--- src/sv/nsr_pkg.sv ---
// Package for the Newton square root unit.
// Holds the fixed-point widths, the iteration limit and the controller/datapath structs.
// No dependencies.
`default_nettype none

package nsr_pkg;

    localparam int FRAC_BITS = 16;
    localparam int MAX_ITER  = 64;

    localparam int VALUE_W = 32;
    localparam int TOL_W   = 32;
    localparam int ROOT_W  = 25;

    // Guesses, quotients and the numerator share this width.
    localparam int XW     = VALUE_W + FRAC_BITS;
    localparam int BIT_W  = $clog2(XW);
    localparam int ITER_W = $clog2(MAX_ITER);

    localparam logic [TOL_W-1:0]  TOL_RESET = TOL_W'(2);
    localparam logic [XW-1:0]     ROOT_MAX  = XW'((64'd1 << ROOT_W) - 64'd1);

    typedef struct packed {
        logic load;
        logic div_start;
        logic div_step;
        logic add;
        logic advance;
        logic emit;
        logic cap;
    } t_cmd;

    typedef struct packed {
        logic zero;
        logic conv;
    } t_sts;

endpackage

`default_nettype wire

--- src/sv/nsr_intf.sv ---
// Valid/ready channel interfaces of the Newton square root unit.
// Depends on nsr_pkg for the field widths.
`default_nettype none

interface nsr_in_if;
    logic                          valid;
    logic                          ready;
    logic [nsr_pkg::VALUE_W-1:0]   value;
    modport source (output valid, output value, input ready);
    modport sink   (input valid, input value, output ready);
endinterface

interface nsr_out_if;
    logic                          valid;
    logic                          ready;
    logic [nsr_pkg::ROOT_W-1:0]    root;
    logic                          cap_reached;
    modport source (output valid, output root, output cap_reached, input ready);
    modport sink   (input valid, input root, input cap_reached, output ready);
endinterface

interface nsr_cfg_if;
    logic                          valid;
    logic                          ready;
    logic [nsr_pkg::TOL_W-1:0]     data;
    modport source (output valid, output data, input ready);
    modport sink   (input valid, input data, output ready);
endinterface

`default_nettype wire

--- src/sv/nsr_datapath.sv ---
// Datapath of the Newton square root unit: guess registers, shift-subtract divider,
// convergence test, tolerance register and the output register. Depends on nsr_pkg.
`default_nettype none

module nsr_datapath (
    input  wire logic                          i_clk,
    input  wire logic                          i_rst_n,
    input  wire nsr_pkg::t_cmd                 i_cmd,
    output      nsr_pkg::t_sts                 o_sts,
    input  wire logic [nsr_pkg::VALUE_W-1:0]   i_value,
    input  wire logic                          i_tol_we,
    input  wire logic [nsr_pkg::TOL_W-1:0]     i_tol,
    output      logic [nsr_pkg::ROOT_W-1:0]    o_root,
    output      logic                          o_cap
);

    logic [nsr_pkg::XW-1:0]     r_num;
    logic [nsr_pkg::XW-1:0]     r_x;
    logic [nsr_pkg::XW-1:0]     r_nx;
    logic [nsr_pkg::XW-1:0]     r_div;
    logic [nsr_pkg::XW-1:0]     r_quo;
    logic [nsr_pkg::XW-1:0]     r_rem;
    logic [nsr_pkg::TOL_W-1:0]  r_tol;
    logic [nsr_pkg::ROOT_W-1:0] r_root;
    logic                       r_cap;

    logic [nsr_pkg::XW-1:0]     div_src;
    logic [nsr_pkg::XW:0]       rem_sh;
    logic [nsr_pkg::XW:0]       rem_sub;
    logic                       q_bit;
    logic [nsr_pkg::XW:0]       sum;
    logic [nsr_pkg::XW-1:0]     diff;

    assign div_src = i_cmd.advance ? r_nx : r_x;
    assign rem_sh  = {r_rem, r_quo[nsr_pkg::XW-1]};
    assign rem_sub = rem_sh - {1'b0, r_div};
    assign q_bit   = ~rem_sub[nsr_pkg::XW];
    assign sum     = {1'b0, r_x} + {1'b0, r_quo};
    assign diff    = (r_nx >= r_x) ? (r_nx - r_x) : (r_x - r_nx);

    assign o_sts.zero = (r_x == '0);
    assign o_sts.conv = (diff < nsr_pkg::XW'(r_tol));

    always_ff @(posedge i_clk) begin
        if (!i_rst_n) begin
            r_tol <= nsr_pkg::TOL_RESET;
        end else if (i_tol_we) begin
            r_tol <= i_tol;
        end
    end

    always_ff @(posedge i_clk) begin
        if (i_cmd.load) begin
            r_x   <= nsr_pkg::XW'(i_value);
            r_num <= nsr_pkg::XW'(i_value) << nsr_pkg::FRAC_BITS;
            r_nx  <= '0;
        end
        if (i_cmd.advance) begin
            r_x <= r_nx;
        end
        if (i_cmd.div_start || i_cmd.advance) begin
            r_div <= (div_src == '0) ? nsr_pkg::XW'(1) : div_src;
            r_quo <= r_num;
            r_rem <= '0;
        end
        if (i_cmd.div_step) begin
            r_quo <= {r_quo[nsr_pkg::XW-2:0], q_bit};
            r_rem <= q_bit ? rem_sub[nsr_pkg::XW-1:0] : rem_sh[nsr_pkg::XW-1:0];
        end
        if (i_cmd.add) begin
            r_nx <= sum[nsr_pkg::XW:1];
        end
        if (i_cmd.emit) begin
            r_root <= (r_nx > nsr_pkg::ROOT_MAX) ? nsr_pkg::ROOT_MAX[nsr_pkg::ROOT_W-1:0]
                                                 : r_nx[nsr_pkg::ROOT_W-1:0];
            r_cap  <= i_cmd.cap;
        end
    end

    assign o_root = r_root;
    assign o_cap  = r_cap;

endmodule

`default_nettype wire

--- src/sv/nsr_ctrl.sv ---
// Controller of the Newton square root unit: sequences the divider bits and the
// Newton steps, applies the iteration cap and owns the output valid flag. Depends on nsr_pkg.
`default_nettype none

module nsr_ctrl (
    input  wire logic           i_clk,
    input  wire logic           i_rst_n,
    input  wire logic           i_in_valid,
    output      logic           o_in_ready,
    output      logic           o_out_valid,
    input  wire logic           i_out_ready,
    input  wire nsr_pkg::t_sts  i_sts,
    output      nsr_pkg::t_cmd  o_cmd
);

    localparam logic [2:0] S_IDLE  = 3'd0;
    localparam logic [2:0] S_START = 3'd1;
    localparam logic [2:0] S_DIV   = 3'd2;
    localparam logic [2:0] S_ADD   = 3'd3;
    localparam logic [2:0] S_CHECK = 3'd4;
    localparam logic [2:0] S_EMIT  = 3'd5;

    localparam logic [nsr_pkg::BIT_W-1:0]  LAST_BIT  = nsr_pkg::BIT_W'(nsr_pkg::XW - 1);
    localparam logic [nsr_pkg::ITER_W-1:0] LAST_ITER = nsr_pkg::ITER_W'(nsr_pkg::MAX_ITER - 1);

    logic [2:0]                  r_state, n_state;
    logic [nsr_pkg::BIT_W-1:0]   r_bit, n_bit;
    logic [nsr_pkg::ITER_W-1:0]  r_iter, n_iter;
    logic                        r_cap, n_cap;
    logic                        r_out_valid, n_out_valid;

    always_comb begin
        n_state     = r_state;
        n_bit       = r_bit;
        n_iter      = r_iter;
        n_cap       = r_cap;
        n_out_valid = r_out_valid && !i_out_ready;
        o_cmd       = '0;
        o_cmd.cap   = r_cap;
        unique case (r_state)
            S_IDLE: begin
                if (i_in_valid) begin
                    o_cmd.load = 1'b1;
                    n_state    = S_START;
                end
            end
            S_START: begin
                n_iter = '0;
                if (i_sts.zero) begin
                    n_cap   = 1'b0;
                    n_state = S_EMIT;
                end else begin
                    o_cmd.div_start = 1'b1;
                    n_bit           = '0;
                    n_state         = S_DIV;
                end
            end
            S_DIV: begin
                o_cmd.div_step = 1'b1;
                n_bit          = r_bit + 1'b1;
                if (r_bit == LAST_BIT) begin
                    n_state = S_ADD;
                end
            end
            S_ADD: begin
                o_cmd.add = 1'b1;
                n_state   = S_CHECK;
            end
            S_CHECK: begin
                if (i_sts.conv) begin
                    n_cap   = 1'b0;
                    n_state = S_EMIT;
                end else if (r_iter == LAST_ITER) begin
                    n_cap   = 1'b1;
                    n_state = S_EMIT;
                end else begin
                    o_cmd.advance = 1'b1;
                    n_iter        = r_iter + 1'b1;
                    n_bit         = '0;
                    n_state       = S_DIV;
                end
            end
            S_EMIT: begin
                if (!r_out_valid || i_out_ready) begin
                    o_cmd.emit  = 1'b1;
                    n_out_valid = 1'b1;
                    n_state     = S_IDLE;
                end
            end
            default: begin
                n_state = S_IDLE;
            end
        endcase
    end

    always_ff @(posedge i_clk) begin
        if (!i_rst_n) begin
            r_state     <= S_IDLE;
            r_bit       <= '0;
            r_iter      <= '0;
            r_cap       <= 1'b0;
            r_out_valid <= 1'b0;
        end else begin
            r_state     <= n_state;
            r_bit       <= n_bit;
            r_iter      <= n_iter;
            r_cap       <= n_cap;
            r_out_valid <= n_out_valid;
        end
    end

    assign o_in_ready  = (r_state == S_IDLE);
    assign o_out_valid = r_out_valid;

endmodule

`default_nettype wire

--- src/sv/newton_square_root_unit.sv ---
// Newton square root unit: Q16.16 square root by Newton steps with a bit-serial divider.
// A zero item goes straight to the output; any other runs 1 to MAX_ITER Newton steps, and
// each step divides over all 48 quotient bits, then passes an add state and a check state.
// One item at a time; the next item is taken once the result sits in the output register.
// Synchronous active-low reset clears control state and sets the tolerance to 2.
// Depends on nsr_pkg, nsr_intf, nsr_ctrl and nsr_datapath.
`default_nettype none

module newton_square_root_unit (
    input  wire logic  i_clk,
    input  wire logic  i_rst_n,
    nsr_in_if.sink     i_in,
    nsr_out_if.source  o_out,
    nsr_cfg_if.sink    i_cfg
);

    nsr_pkg::t_cmd w_cmd;
    nsr_pkg::t_sts w_sts;
    logic          in_ready;
    logic          out_valid;

    assign i_in.ready  = in_ready;
    assign o_out.valid = out_valid;
    assign i_cfg.ready = 1'b1;

    nsr_ctrl u_ctrl (
        .i_clk       (i_clk),
        .i_rst_n     (i_rst_n),
        .i_in_valid  (i_in.valid),
        .o_in_ready  (in_ready),
        .o_out_valid (out_valid),
        .i_out_ready (o_out.ready),
        .i_sts       (w_sts),
        .o_cmd       (w_cmd)
    );

    nsr_datapath u_datapath (
        .i_clk    (i_clk),
        .i_rst_n  (i_rst_n),
        .i_cmd    (w_cmd),
        .o_sts    (w_sts),
        .i_value  (i_in.value),
        .i_tol_we (i_cfg.valid),
        .i_tol    (i_cfg.data),
        .o_root   (o_out.root),
        .o_cap    (o_out.cap_reached)
    );

    a_load_on_accept: assert property (@(posedge i_clk) disable iff (!i_rst_n)
        w_cmd.load |-> (i_in.valid && in_ready))
        else $error("load command without an accepted item");

    a_cmd_exclusive: assert property (@(posedge i_clk) disable iff (!i_rst_n)
        $onehot0({w_cmd.load, w_cmd.div_start, w_cmd.div_step, w_cmd.add,
                  w_cmd.advance, w_cmd.emit}))
        else $error("datapath commands overlap");

    a_emit_shows: assert property (@(posedge i_clk) disable iff (!i_rst_n)
        w_cmd.emit |=> out_valid)
        else $error("emitted item is not presented");

    a_zero_result: assert property (@(posedge i_clk) disable iff (!i_rst_n)
        (w_cmd.emit && w_sts.zero) |=> (o_out.root == '0 && !o_out.cap_reached))
        else $error("zero item gave a nonzero result");

endmodule

`default_nettype wire

--- src/flat_wrapper.sv ---
// flat-port wrapper written by rule: the top's interface ports become plain ports
module newton_square_root_unit_flat 
  (i_clk, i_rst_n, i_in_valid, i_in_value, i_in_ready, o_out_valid, o_out_root, o_out_cap_reached, o_out_ready, i_cfg_valid, i_cfg_data, i_cfg_ready);
  nsr_in_if i_in_i ();
  nsr_out_if o_out_i ();
  nsr_cfg_if i_cfg_i ();
  input  wire logic i_clk;
  input  wire logic i_rst_n;
  input wire logic [$bits(i_in_i.valid)-1:0] i_in_valid;
  input wire logic [$bits(i_in_i.value)-1:0] i_in_value;
  output wire logic [$bits(i_in_i.ready)-1:0] i_in_ready;
  output wire logic [$bits(o_out_i.valid)-1:0] o_out_valid;
  output wire logic [$bits(o_out_i.root)-1:0] o_out_root;
  output wire logic [$bits(o_out_i.cap_reached)-1:0] o_out_cap_reached;
  input wire logic [$bits(o_out_i.ready)-1:0] o_out_ready;
  input wire logic [$bits(i_cfg_i.valid)-1:0] i_cfg_valid;
  input wire logic [$bits(i_cfg_i.data)-1:0] i_cfg_data;
  output wire logic [$bits(i_cfg_i.ready)-1:0] i_cfg_ready;
  assign i_in_i.valid = i_in_valid;
  assign i_in_i.value = i_in_value;
  assign i_in_ready = i_in_i.ready;
  assign o_out_valid = o_out_i.valid;
  assign o_out_root = o_out_i.root;
  assign o_out_cap_reached = o_out_i.cap_reached;
  assign o_out_i.ready = o_out_ready;
  assign i_cfg_i.valid = i_cfg_valid;
  assign i_cfg_i.data = i_cfg_data;
  assign i_cfg_ready = i_cfg_i.ready;
  newton_square_root_unit u_core (.i_clk(i_clk), .i_rst_n(i_rst_n), .i_in(i_in_i), .o_out(o_out_i), .i_cfg(i_cfg_i));
endmodule
--- config.mk ---
export PLATFORM = sky130hd
export DESIGN_NAME = newton_square_root_unit_flat
export DESIGN_NICKNAME = d
export VERILOG_FILES = /design/src/sv/nsr_pkg.sv /design/src/sv/nsr_intf.sv /design/src/sv/nsr_datapath.sv /design/src/sv/nsr_ctrl.sv /design/src/sv/newton_square_root_unit.sv /design/src/flat_wrapper.sv
export SDC_FILE = /design/constraint.sdc
export NUM_CORES = 1
export LEC_CHECK = 0
export ABC_AREA = 1
export BUFFER_PORTS_ARGS = -buffer_cell sky130_fd_sc_hd__buf_2
export CAP_MARGIN = 20
export CORE_ASPECT_RATIO = 1.5
export CORE_MARGIN = 5
export CORE_UTILIZATION = 55
export CTS_CLUSTER_SIZE = 16
export DETAILED_ROUTE_END_ITERATION = 12
export GPL_TIMING_DRIVEN = 0
export PLACE_DENSITY = 0.72
export REMOVE_ABC_BUFFERS = 1
export SLEW_MARGIN = 20
export SYNTH_ARGS = -nofsm -noshare
export SYNTH_HDL_FRONTEND = slang
export SYNTH_SLANG_ARGS = --single-unit
--- constraint.sdc ---
create_clock -name i_clk -period 14.08 [get_ports i_clk]
set_input_delay 2.816 -clock i_clk [delete_from_list [all_inputs] [get_ports i_clk]]
set_output_delay 2.816 -clock i_clk [all_outputs]
set_load 0.005 [all_outputs]
# Yosys cells after proc, flatten, opt, wreduce, memory -nomap -nowiden
# Index checks and enable logic that the tools add are counted.
[totals]
regBits = 347
inputBits = 69
out_inout_bits = 29
elab_cells = 98
[classes]
n_addsub = 6
n_lt_le_gt_ge = 3
eq_ne = 15
n_mux = 42
bitwise_logic = 1
reduce_logical = 17
[ops]
columns = ["operator", "count"]
rows = [
  ["2-to-1 mux 48 bit", 11],
  ["logical NOT 48 bit", 2],
  ["subtractor 48 bit", 2],
  ["adder 48 x 48 -> 49 bit", 1],
  ["subtractor 49 x 48 -> 49 bit", 1],
  ["greater-or-equal comparator 48 bit", 1],
  ["greater-than comparator 48 x 25 -> 1 bit, second input constant", 1],
  ["less-than comparator 48 x 32 -> 1 bit", 1],
  ["2-to-1 mux 6 bit", 5],
  ["2-to-1 mux 3 bit", 6],
  ["one-hot mux 3 bit (6 select lines)", 1],
  ["one-hot mux 6 bit (3 select lines)", 1],
  ["2-to-1 mux 1 bit", 16],
  ["!= test 2 bit, second input constant", 7],
  ["adder 6 x 1 -> 6 bit, second input constant", 2],
  ["== test 6 bit, second input constant", 2],
  ["one-hot mux 6 bit (2 select lines)", 1],
  ["AND reduction 3 bit", 3],
  ["nonzero test 2 bit", 4],
  ["== test 3 x 2 -> 1 bit, second input constant", 2],
  ["== test 3 bit, second input constant", 2],
  ["AND reduction 4 bit", 1],
  ["== test 3 x 1 -> 1 bit, second input constant", 1],
  ["logical NOT 3 bit", 1],
  ["other kinds (7)", 9],
]

# Depth between registers and ports, before layout
[logic_depth]
ltp_word = 8
mapped_depth = 44

# Cells and area by module
# Synthesis repeated with hierarchy kept, for this count alone.
[hier_totals]
cells_unflattened = 4057
area_unflattened_um2 = 28347.2
[by_module_without_submodules]
columns = ["mod", "instances", "cells_each", "area_per_inst_um2", "seq_area_each_um2"]
rows = [
  ["nsr_datapath", 1, 3904, 27257.4, 9589.2],
  ["nsr_ctrl", 1, 151, 1078.5, 340.3],
  ["newton_square_root_unit", 1, 2, 11.3, 0.0],
]

# Worst setup path after synthesis
# No wires, ideal clock.
[synth_path]
kind = "reg-to-reg"
from = "register u_core.u_datapath.r_nx[0] (netlist bit)"
to = "register u_core.u_ctrl.r_bit[3] (netlist bit)"
setup_ns = 0.064
arrival_ns = 7.289
required_time_ns = 14.016
slack_ns = 6.727
stages_incl_launch_ff = 38
path_buffers = 3
period_less_slack_ns = 7.353
path_cell_list = "edfxtp_1 inv_1 ha_1 inv_1 fa_1 nand3_1 nand3_1 nand2_1 nand2_1 nand2_1 nand3_1 nand2_1 nand3_2 buf_4 clkbuf_1 clkbuf_1 o21ai_0 nand2_1 [... 2 more ...] inv_1 ha_1 nand2_1 nor3_1 nand4_1 nor4b_1 nand2_1 nand4_1 nor2_1 nand4_1 nand2_1 nor2_1 nand2_1 nand2_1 inv_1 o21ai_0 nand2_1 nor2_1"
[synth_between]
elab_chain_len = 5
[synth_lines]
columns = ["element", "line", "text"]
rows = [
  ["start: declaration", "nsr_datapath.sv:19", "logic [nsr_pkg::XW-1:0] r_nx;"],
  ["start signal: assignment", "nsr_datapath.sv:71", "r_nx <= sum[nsr_pkg::XW:1];"],
  ["subtractor 48 bit / greater-or-equal comparator 48 bit (equally long branches)", "nsr_datapath.sv:39", "assign diff = (r_nx >= r_x) ? (r_nx - r_x) : (r_x - r_nx);"],
  ["2-to-1 mux 48 bit (*)", "nsr_datapath.sv:39", ""],
  ["less-than comparator 48 x 32 -> 1 bit (*)", "nsr_datapath.sv:42", "assign o_sts.conv = (diff < nsr_pkg::XW'(r_tol));"],
  ["!= test 2 bit (no source line) (*)", "-", ""],
  ["AND reduction 4 bit (no source line) (*)", "-", ""],
  ["end signal: assignment", "nsr_ctrl.sv:105", "r_bit <= n_bit;"],
  ["end: declaration", "nsr_ctrl.sv:27", "logic [nsr_pkg::BIT_W-1:0] r_bit, n_bit;"],
]
# Every way passes the cells marked *; elsewhere a longest branch is shown, timed or not.
# A chain may end at the register's enable or synchronous reset.

# Worst setup path in the final report
[layout_path]
from = "register u_core.u_datapath.r_nx[0] (netlist bit)"
to = "register u_core.u_datapath.r_div[0] (netlist bit), data pin"
[layout_between]
elab_chain_len = 7
[layout_lines]
columns = ["element", "line", "text"]
rows = [
  ["subtractor 48 bit / greater-or-equal comparator 48 bit (equally long branches)", "nsr_datapath.sv:39", ""],
  ["2-to-1 mux 48 bit", "nsr_datapath.sv:39", ""],
  ["less-than comparator 48 x 32 -> 1 bit", "nsr_datapath.sv:42", ""],
  ["2-to-1 mux 1 bit", "nsr_ctrl.sv:70", "if (i_sts.conv) begin"],
  ["2-to-1 mux 1 bit", "nsr_ctrl.sv:40", "unique case (r_state)"],
  ["2-to-1 mux 48 bit (*)", "nsr_datapath.sv:34", "assign div_src = i_cmd.advance ? r_nx : r_x;"],
  ["logical NOT 48 bit", "nsr_datapath.sv:62", "r_div <= (div_src == '0) ? nsr_pkg::XW'(1) : div_src;"],
  ["end signal: assignment", "nsr_datapath.sv:62", ""],
  ["end: declaration", "nsr_datapath.sv:20", "logic [nsr_pkg::XW-1:0] r_div;"],
]
# Marks and branches as above.

==> results <==
- The count of hold-fix buffers inserted at cts is 0.
- Detailed placement finished with a half-perimeter wire length of 79920 um.
- The average wire per standard cell is 20.40 um.
- Among all stages on the critical path, the largest delay is contributed by sky130_fd_sc_hd__o21ai_0.
- For this run, the register share of the synthesized area comes to 0.3579.
- STA classifies the critical path endpoint as a flop.
- The weighted congestion reported at the end of routability-driven placement is 1.011.
- Yosys mapped a number of flops with a built-in enable equal to 298.
- The first-pass detailed-route iteration total is 8.
- The detailed-route via count is 25998.
- The count of antenna diodes in the layout is 0.
- The average instance in the mapped netlist occupies 7.056 um^2.
- For this run, global-route usage on met1 was measured as 0.3778.
- The worst clock skew is 0.02033 ns.
- Counting the buffers created by CTS gives 37.
- STA classifies the critical path startpoint as a flop.
- The count of nets left with antenna violations once routing finished came out at 0.
- In this run the static leakage power is 14.83 nW.
- In this design, the largest share of critical-path delay is due to simple AND/OR/NAND/NOR gates.
- CTS built an H-tree with a depth of 2.
- After synthesis the cells add up to 27740 um^2.
- Synthesis inferred 347 register bits.
- The combined flip-flop and latch cell area is 9930 um^2.
- The number of synthesis warnings is 0.
- The simple-gate share of the synthesized area is 0.2521.
- The flow ran to the end, and the final reports show no timing, DRC or antenna violations.
- Setup repair after global routing left no endpoint under its margin.
- After filler insertion, the fill cell instance count of the layout stands at 4833.
- The relative area change from synthesis to final layout is 9.664%.
- Among the stages of the critical path, the cell type that occurs most often is sky130_fd_sc_hd__nand2_1.
- The xor and xnor area share after synthesis is 0.02525.
- Timing would allow up to 111.3 MHz.
- The clock transition at the registers of the reported paths is 0.06 ns.
- The total power density per cell area is 178.4 nW/um^2.
- The final count of pins violating max slew is 0.
- Post-CTS repair changed the size of 0 cells.
- In the final layout, the share of cells above drive strength 1 is 0.05882.
- At the worst endpoint, the required time is 14.40 ns.
- For this run, asynchronously set or reset flops after synthesis account for 0.
- The met2 capacity usage during global routing is 0.6216.
- The cell with the most instances after synthesis is sky130_fd_sc_hd__nand2_1.
- The routed via count divided by cell count is 5.521.
- Sorting the synthesized cells by how often they occur yields sky130_fd_sc_hd__nand2_1, sky130_fd_sc_hd__inv_1, sky130_fd_sc_hd__a21oi_1.
- The netlist uses 58 different library cells.
- Summed over all layers, the global routing overflow is 0.
- The final setup violation count is 0.
- The tree is rooted in a sky130_fd_sc_hd__clkbuf_16.
- The final hold violation count came to 0.
- The count of buffers added on input and output ports is 96.
- The power consumption is 5.427 mW.
- The total routing resource utilization after global routing is 0.3379.
- After detailed routing, the total wire length is 96080 um.
- Headroom to the max-slew limit came out at 0.2289.
- The critical path is of the flop to flop type.
- The most used flip-flop cell after synthesis is sky130_fd_sc_hd__edfxtp_1.
- The synthesized design spends more area on one cell type than any other, namely sky130_fd_sc_hd__edfxtp_1.
- The adder and majority gate portion of the synthesized area is 0.1035.
- The fraction of the cycle the final worst path needs is 0.6382.
- CTS saw 347 sinks.
- The minimum clock period is 8.985 ns.
- Sorting the synthesized cells by area gives the leading types as sky130_fd_sc_hd__edfxtp_1, sky130_fd_sc_hd__nand2_1, sky130_fd_sc_hd__ha_1, sky130_fd_sc_hd__inv_1, sky130_fd_sc_hd__a21oi_1.
- The post-layout worst setup margin is 5.095 ns.
- The portion of synthesized cell area occupied by the leading cell type is 0.3225.
- At the pin with the least slew margin, the transition time is 1.145 ns.
- The number of antenna violations at the first check in global routing is 1.
- The first global-routing pass estimated 144400 um of wire.
- The longest clock path from root to sink contains 3 buffers.
- The worst hold slack is 0.4642 ns.
- TritonCTS built the clock tree.
- The die covers 55130 um^2.
- The critical path arrival is 9.30 ns.
- Prior to clock tree synthesis, the placed netlist has a worst setup slack of 5.315 ns.
- The number of max-capacitance violations reported is 0.
- Along the worst path, the maximum fanout reaches 61.
- The height of the chip is 285.1 um.
- The clock latency of the later-clocked register in the worst-skew pair is 0.58 ns.
- By area, the combinational part of the netlist is dominated by simple AND/OR/NAND/NOR gates.
- After the first detailed-routing iteration, the DRC count stood at 1835.
- The number of buffers and inverters on the critical path is 5.
- The die span in x is 193.4 um.
- At the end of the flow the core is filled with cells to 0.6110.
- The critical path's largest stage delay is 0.91 ns.
- The most utilized layer in the global route result is met2.
- The number of global-route vias before repair is 25207.
- The maximum number of pins on one net before global-route repair is 62.
- The floorplan has 100 rows.
- The maximum vdd ir drop is 137.8 uV.
- The met3 capacity usage during global routing is 0.03472.
- The multi-input combinational cells in the finished layout cover a total of 14810 um^2.
- The starting density of the core is 0.5571.
- The path class of the tightest hold or removal check is flop to flop.
- 98 I/O pins were placed.
- The final layout contains 4313 nets.
- The fraction of the mapped netlist area in compound gates was 0.1480.
- In the routed design, unresolved DRC markers number 0.
- The gate count of the mapped netlist is 3932.
- After floorplanning, the core was sized to cover 49800 um^2.
- In this run the post-CTS setup repair buffer count came out at 0.
- Of the post-synthesis cell area, the part taken by muxes is 0.001804.
-- logic make-up after synthesis --
family          count (synthesis)
buf+inv                       797
xor+xnor                       80
simple gates                 1723
other cells                     1
flops                         347
compound gates                752
mux                             5
fa+ha+maj                     227
-- flip-flops by register name, summed over array words and instances, names as in the netlist, 3 cells and up --
name                      count
u_core.u_datapath.r_div      48
u_core.u_datapath.r_nx       48
u_core.u_datapath.r_quo      48
u_core.u_datapath.r_rem      48
u_core.u_datapath.r_x        48
u_core.u_datapath.r_num      32
u_core.u_datapath.r_tol      32
u_core.u_datapath.o_root     25
u_core.u_ctrl.r_bit           6
u_core.u_ctrl.r_iter          6
u_core.u_ctrl.r_state         3
-- worst reg2reg max path, delay by kind of cell (launching register included) --
kind / cells / cell delay (ns)
simple gates: 24 / 4.46
fa+ha+maj: 3 / 1.01
xor+xnor: 1 / 0.25
buf+inv: 5 / 0.93
compound gates: 3 / 1.71
flops: 1 / 0.39
-- path summary, 6_finish.rpt --
path / startpoint / endpoint / slack, ns / depth (start not counted)
worst max register to register: u_core.u_datapath.r_nx[0] / u_core.u_datapath.r_div[0] / 5.09 / 36
worst min register to register: u_core.u_datapath.r_tol[31] / u_core.u_datapath.r_tol[31] / 0.46 / 2
worst max-delay path: u_core.u_datapath.r_nx[0] / u_core.u_datapath.r_div[0] / 5.09 / 36
worst min-delay path: u_core.u_datapath.r_tol[31] / u_core.u_datapath.r_tol[31] / 0.46 / 2
-- through the flow --
step	cells	instance area [um^2]	setup TNS, ns
6_report	4709	30430	0
5_1_grt	4709	30430	0
4_1_cts	4709	30430	0
3_5_place_dp	4641	29190	0
3_3_place_gp	4616	28670	-328.28
2_1_floorplan	3857	27360	0
-- power breakdown --
part | leakage, nW | switching, mW | internal (mW)
Clock | 0.606 | 0.435 | 0.584
Combinational | 11.1 | 1.99 | 0.909
Sequential | 3.18 | 0.139 | 1.37
Total | 14.8 | 2.57 | 2.86
-- cell type report --
| class | count | area share |
|---|---|---|
| well taps | 663 | 0.02726 |
| inverters | 722 | 0.08924 |
| multi-input cells | 2788 | 0.4868 |
| flip-flops and latches | 347 | 0.3264 |
| repair buffers | 121 | 0.02965 |
| clock inverters | 19 | 0.007772 |
| clock buffers | 49 | 0.03294 |
-- cell usage in the layout (no fill, tap or decap), drive strengths merged, types with 6 or more instances in the layout --
cell type  instances
dfxtp             49
nand4             65
nor3              18
a21oi            351
o21bai            25
nand3            134
nand2           1164
a21o              10
inv              726
xnor2             40
clkbuf            49
o21a              18
a21boi            13
a31oi             43
ha               223
clkinv            10
buf              121
o211ai             8
o21ai            260
xor2              40
o31ai              6
nor4              11
edfxtp           298
nor2             314
-- per-layer routing --
layer  wire length [um]  up-vias  part of all wire
met5                  0        -                 0
met4               6689        0             0.070
met3               4690      245             0.049
met2              49030      820              0.51
met1              35670    11978              0.37
li1                   -    12955                 -
(Power assumes the default switching activity.)
